`src/swm_pkg.sv`:
```
// shared types and constants for the sliding window median filter
`default_nettype none

package swm_pkg;

  localparam int MAX_WINDOW_DEF = 64;
  localparam int SAMPLE_W       = 32;
  localparam int MEDIAN_W       = 33;
  localparam int CFG_W          = 7;
  localparam logic [CFG_W-1:0] WINDOW_RESET = 7'd3;

  typedef struct packed {
    logic signed [SAMPLE_W-1:0] sample;
    logic                       restart;
  } swm_in_t;

  typedef struct packed {
    logic signed [MEDIAN_W-1:0] median_doubled;
  } swm_out_t;

  typedef struct packed {
    logic [CFG_W-1:0] window_size;
  } swm_cfg_t;

  typedef struct packed {
    logic load;
    logic evicting;
    logic valid;
  } swm_cell_ctl_t;

endpackage

`default_nettype wire

```
`src/swm_cell.sv`:
```
// one cell of the sorted chain: holds a value and its age, evicts and inserts
`default_nettype none

module swm_cell #(
  parameter int AW = 6
) (
  input  wire                             clk_i,
  input  wire swm_pkg::swm_cell_ctl_t     ctl_i,
  input  wire logic signed [swm_pkg::SAMPLE_W-1:0] sample_i,
  input  wire logic signed [swm_pkg::SAMPLE_W-1:0] evict_val_i,
  input  wire logic [AW-1:0]              oldest_age_i,
  input  wire logic signed [swm_pkg::SAMPLE_W-1:0] r_val_i,
  input  wire logic [AW-1:0]              r_age_i,
  input  wire logic                       r_gt_i,
  input  wire logic signed [swm_pkg::SAMPLE_W-1:0] l_val_i,
  input  wire logic [AW-1:0]              l_age_i,
  input  wire logic                       l_gt_i,
  output logic signed [swm_pkg::SAMPLE_W-1:0] val_o,
  output logic [AW-1:0]                   age_o,
  output logic                            gt_o,
  output logic                            evict_o,
  output logic signed [swm_pkg::SAMPLE_W-1:0] b_val_o,
  output logic [AW-1:0]                   b_age_o,
  output logic                            b_gt_o
);

  logic signed [swm_pkg::SAMPLE_W-1:0] val_q, val_d;
  logic [AW-1:0]                       age_q, age_d;
  logic                                evict, left, shl;

  always_comb begin
    evict = ctl_i.valid && ctl_i.evicting && (age_q == oldest_age_i);
    // evicted cell sits left of this one
    left  = ctl_i.valid && ctl_i.evicting && !evict && (val_q >= evict_val_i);
    shl   = evict || left;
    gt_o  = !ctl_i.valid || (val_q > sample_i);

    b_val_o = shl ? r_val_i : val_q;
    b_age_o = shl ? r_age_i : age_q;
    b_gt_o  = shl ? r_gt_i  : gt_o;

    if (l_gt_i) begin
      val_d = l_val_i;
      age_d = l_age_i + 1'b1;
    end else if (b_gt_o) begin
      val_d = sample_i;
      age_d = '0;
    end else begin
      val_d = b_val_o;
      age_d = b_age_o + 1'b1;
    end
  end

  always_ff @(posedge clk_i) begin
    if (ctl_i.load) begin
      val_q <= val_d;
      age_q <= age_d;
    end
  end

  assign val_o   = val_q;
  assign age_o   = age_q;
  assign evict_o = evict;

endmodule

`default_nettype wire

```
`config.mk`:
```
export PLATFORM = sky130hd
export DESIGN_NAME = swm_cell
export DESIGN_NICKNAME = d
export VERILOG_FILES = /design/src/swm_pkg.sv /design/src/swm_cell.sv
export SDC_FILE = /design/constraint.sdc
export NUM_CORES = 1
export LEC_CHECK = 0
export BUFFER_PORTS_ARGS = -buffer_cell sky130_fd_sc_hd__buf_4
export CAP_MARGIN = 20
export CORE_UTILIZATION = 35
export CTS_CLUSTER_DIAMETER = 80
export DETAILED_ROUTE_END_ITERATION = 16
export PLACE_DENSITY_LB_ADDON = 0.08
export SLEW_MARGIN = 10
export SYNTH_ARGS = -nofsm -noshare
export SYNTH_HDL_FRONTEND = slang
export SYNTH_SLANG_ARGS = --single-unit
```
`constraint.sdc`:
```
create_clock -name clk_i -period 3.85 [get_ports clk_i]
set_input_delay 0.77 -clock clk_i [delete_from_list [all_inputs] [get_ports clk_i]]
set_output_delay 0.77 -clock clk_i [all_outputs]
set_load 0.01 [all_outputs]
```
==> run summary <==
status: finished, violations left
violated checks: setup timing
CTS tree: done
CP max FO: 9
worst vdd ir: 0.186 mV
pre-CTS setup slack: -0.231 ns
antenna violations before repair: 0
GRT Resource Usage Total: 0.232
Final TNS setup: -4.21 ns
drt drc: 0
Starting Density: 0.363
worst-skew pair later-pin latency: 0.28 ns
DP Area: 0.00656 mm^2
first-pass GRT wire length: 23.7 mm
largest net degree at the start of global routing: 39
Critical Path Start Type: input port
CP Buf/Inv Count: 4
CP startpoint: evict_val_i[19]
CTS Buf Count: 5
worst path required time: 3.08 ns
CP top delay family: simple AND/OR/NAND/NOR gates
core area: 0.0122 mm^2
Max-cap violations: 0
CTS hold repair buffers: 0
Synth cell types: 52
Final Power: 2.10 mW
fin crit period: 4.00 ns
critical path class: in2out
Clock Sinks: 38
FF-to-FF Start: val_o[19]
Final Wtd Congestion: 0.800
Final Skew: 0.00545 ns
Hold Vio Cnt, Final: 0
WP data arrival: 3.23 ns
critical path endpoint category: primary output
filler-free cell count of the finished design: 931
Syn Nets: 729
Port Buf Inserts: 230
top cell type's share of synthesized area: 0.258
Final nets: 980
Top FF cell, synth: edfxtp_1
Via density: 5.25
H-tree levels: 2
DIE AREA: 0.0131 mm^2
PD cells: 289 mW/mm^2
EDFF count, synth: 38
routed len/inst: 17.6 um
critical path, cell by cell: buf_4 > inv_1 > ha_4 > a21oi_2 > a2111oi_2 > or4_4 > a2111o_1 > and2_4 > buf_12 > mux2_4 > buf_6
Leak: 3.43 nW
RSZ-0062 raised after global routing: true
clock tree buffer depth: 2
Pre-Repair DR Iteration Count: 5
Post-synth top cells: 66 x ha_1, 66 x inv_1, 47 x nand2_1
hold path start: val_o[0]
crit share post-route: 1.04
routed vias: 4884
hold slack: 0.735 ns
vias in the first global route: 4810
#FFs+latches synth: 38
DRT antenna net count: 0
Post-Syn Area: 0.00442 mm^2
die width: 114 um
fmax: 250 MHz
num ports: 231
gr ovfl total: 0
share of cells above drive strength 1: 0.480
area grow syn2layout: 64.2%
Worst Hold Class: reg2reg
Placed Cells: 912
ranking of synthesized cells by area: edfxtp_1 26%, ha_1 19%, mux2_2 9.4%, o221ai_1 5.7%, inv_1 5.6%
final WL: 16.4 mm
fin. max-slew vios: 0
Die Y: 114 um
post-synthesis sequential area ratio: 0.258
clock root cell: clkbuf_16
Crit-path slowest cell: or4_4
Final WS setup: -0.148 ns
relative slew slack: 0.489
CP peak stage delay: 0.56 ns
# setup viols final: 38
largest area contributor in the netlist: edfxtp_1
worst-margin pin slew: 0.765 ns
ys async rst share: 0
hpwl dp: 11.8 mm
Starting DRT DRC Count: 244
Syn Inst Count: 511
Mean Syn Cell Area: 8.65 um^2
Site Rows: 40
Final Util: 0.597
clk slew on worst S/H paths: 0.06 ns
fin area: 0.00726 mm^2
Yosys warning count: 0
Antenna diodes: 0
[where the power goes]
part	internal, mW	switching, mW
Clock	0.238	0.181
Sequential	0.517	0.0692
Combinational	0.592	0.505
[tightest hold or removal path, cell delays in order, from the launching register on]
cell	delay, ns
edfxtp_1	0.37
o221ai_1	0.10
o21ai_0	0.16
[state kept, by name, indices dropped and copies added, names as in the netlist]
register	count
val_o	32
age_o	6
[placed cells by master (no fill, tap or decap), drive strengths merged, types with 8 or more instances in the layout]
master	count
a21o	9
a21oi	18
buf	264
clkbuf	8
edfxtp	38
ha	66
inv	67
mux2	37
nand2	47
nand3	16
nand4	15
nor2	43
o21ai	36
o221ai	32
xor2	11
[logic make-up (layout without fill, tap and decap cells)]
kind of cell | after synthesis | count (layout) | share of synthesized area
and+or+nand+nor | 144 | 144 | 0.150
AOI/OAI and AO/OA | 119 | 119 | 0.188
buffers and inverters | 89 | 341 | 0.0860
adders and majority gates | 66 | 66 | 0.187
muxes | 41 | 41 | 0.103
DFF | 38 | 38 | 0.258
xor gates and xnor gates | 14 | 14 | 0.0277
[what timing repair did]
item	4_1_cts	5_1_grt
hold endpoints to repair	0	0
resized for setup	37	57
pin swaps	7	15
buffers inserted	6	2
setup endpoints to repair	40	40
gates cloned	1	3
[area by class of cell]
cell class | instances | area (um^2)
Fill cell | 1090 | 4900
Multi-Input combinational cell | 384 | 3300
Timing Repair Buffer | 266 | 2200
Sequential cell | 38 | 1140
Inverter | 67 | 272
Tap cell | 168 | 210
Clock buffer | 6 | 129
Clock inverter | 2 | 8.76
[layer usage]
layer	global-route usage	part of all wire	vias to the layer above	wire length (um)
met4	0.0372	0.011	0	175
met2	0.439	0.50	193	8230
met5	0	0	-	0
met3	0.0334	0.067	15	1100
met1	0.279	0.42	2297	6890
li1	-	-	2379	-
[worst paths after layout]
path                      to  slack [ns]  cells after the start
setup / recovery  b_age_o[0]       -0.15                     11
hold / removal      val_o[0]        0.74                      2
setup reg to reg    age_o[3]        0.16                     11
hold reg to reg     val_o[0]        0.74                      2
Note: power is estimated with default switching activity, not from simulation.
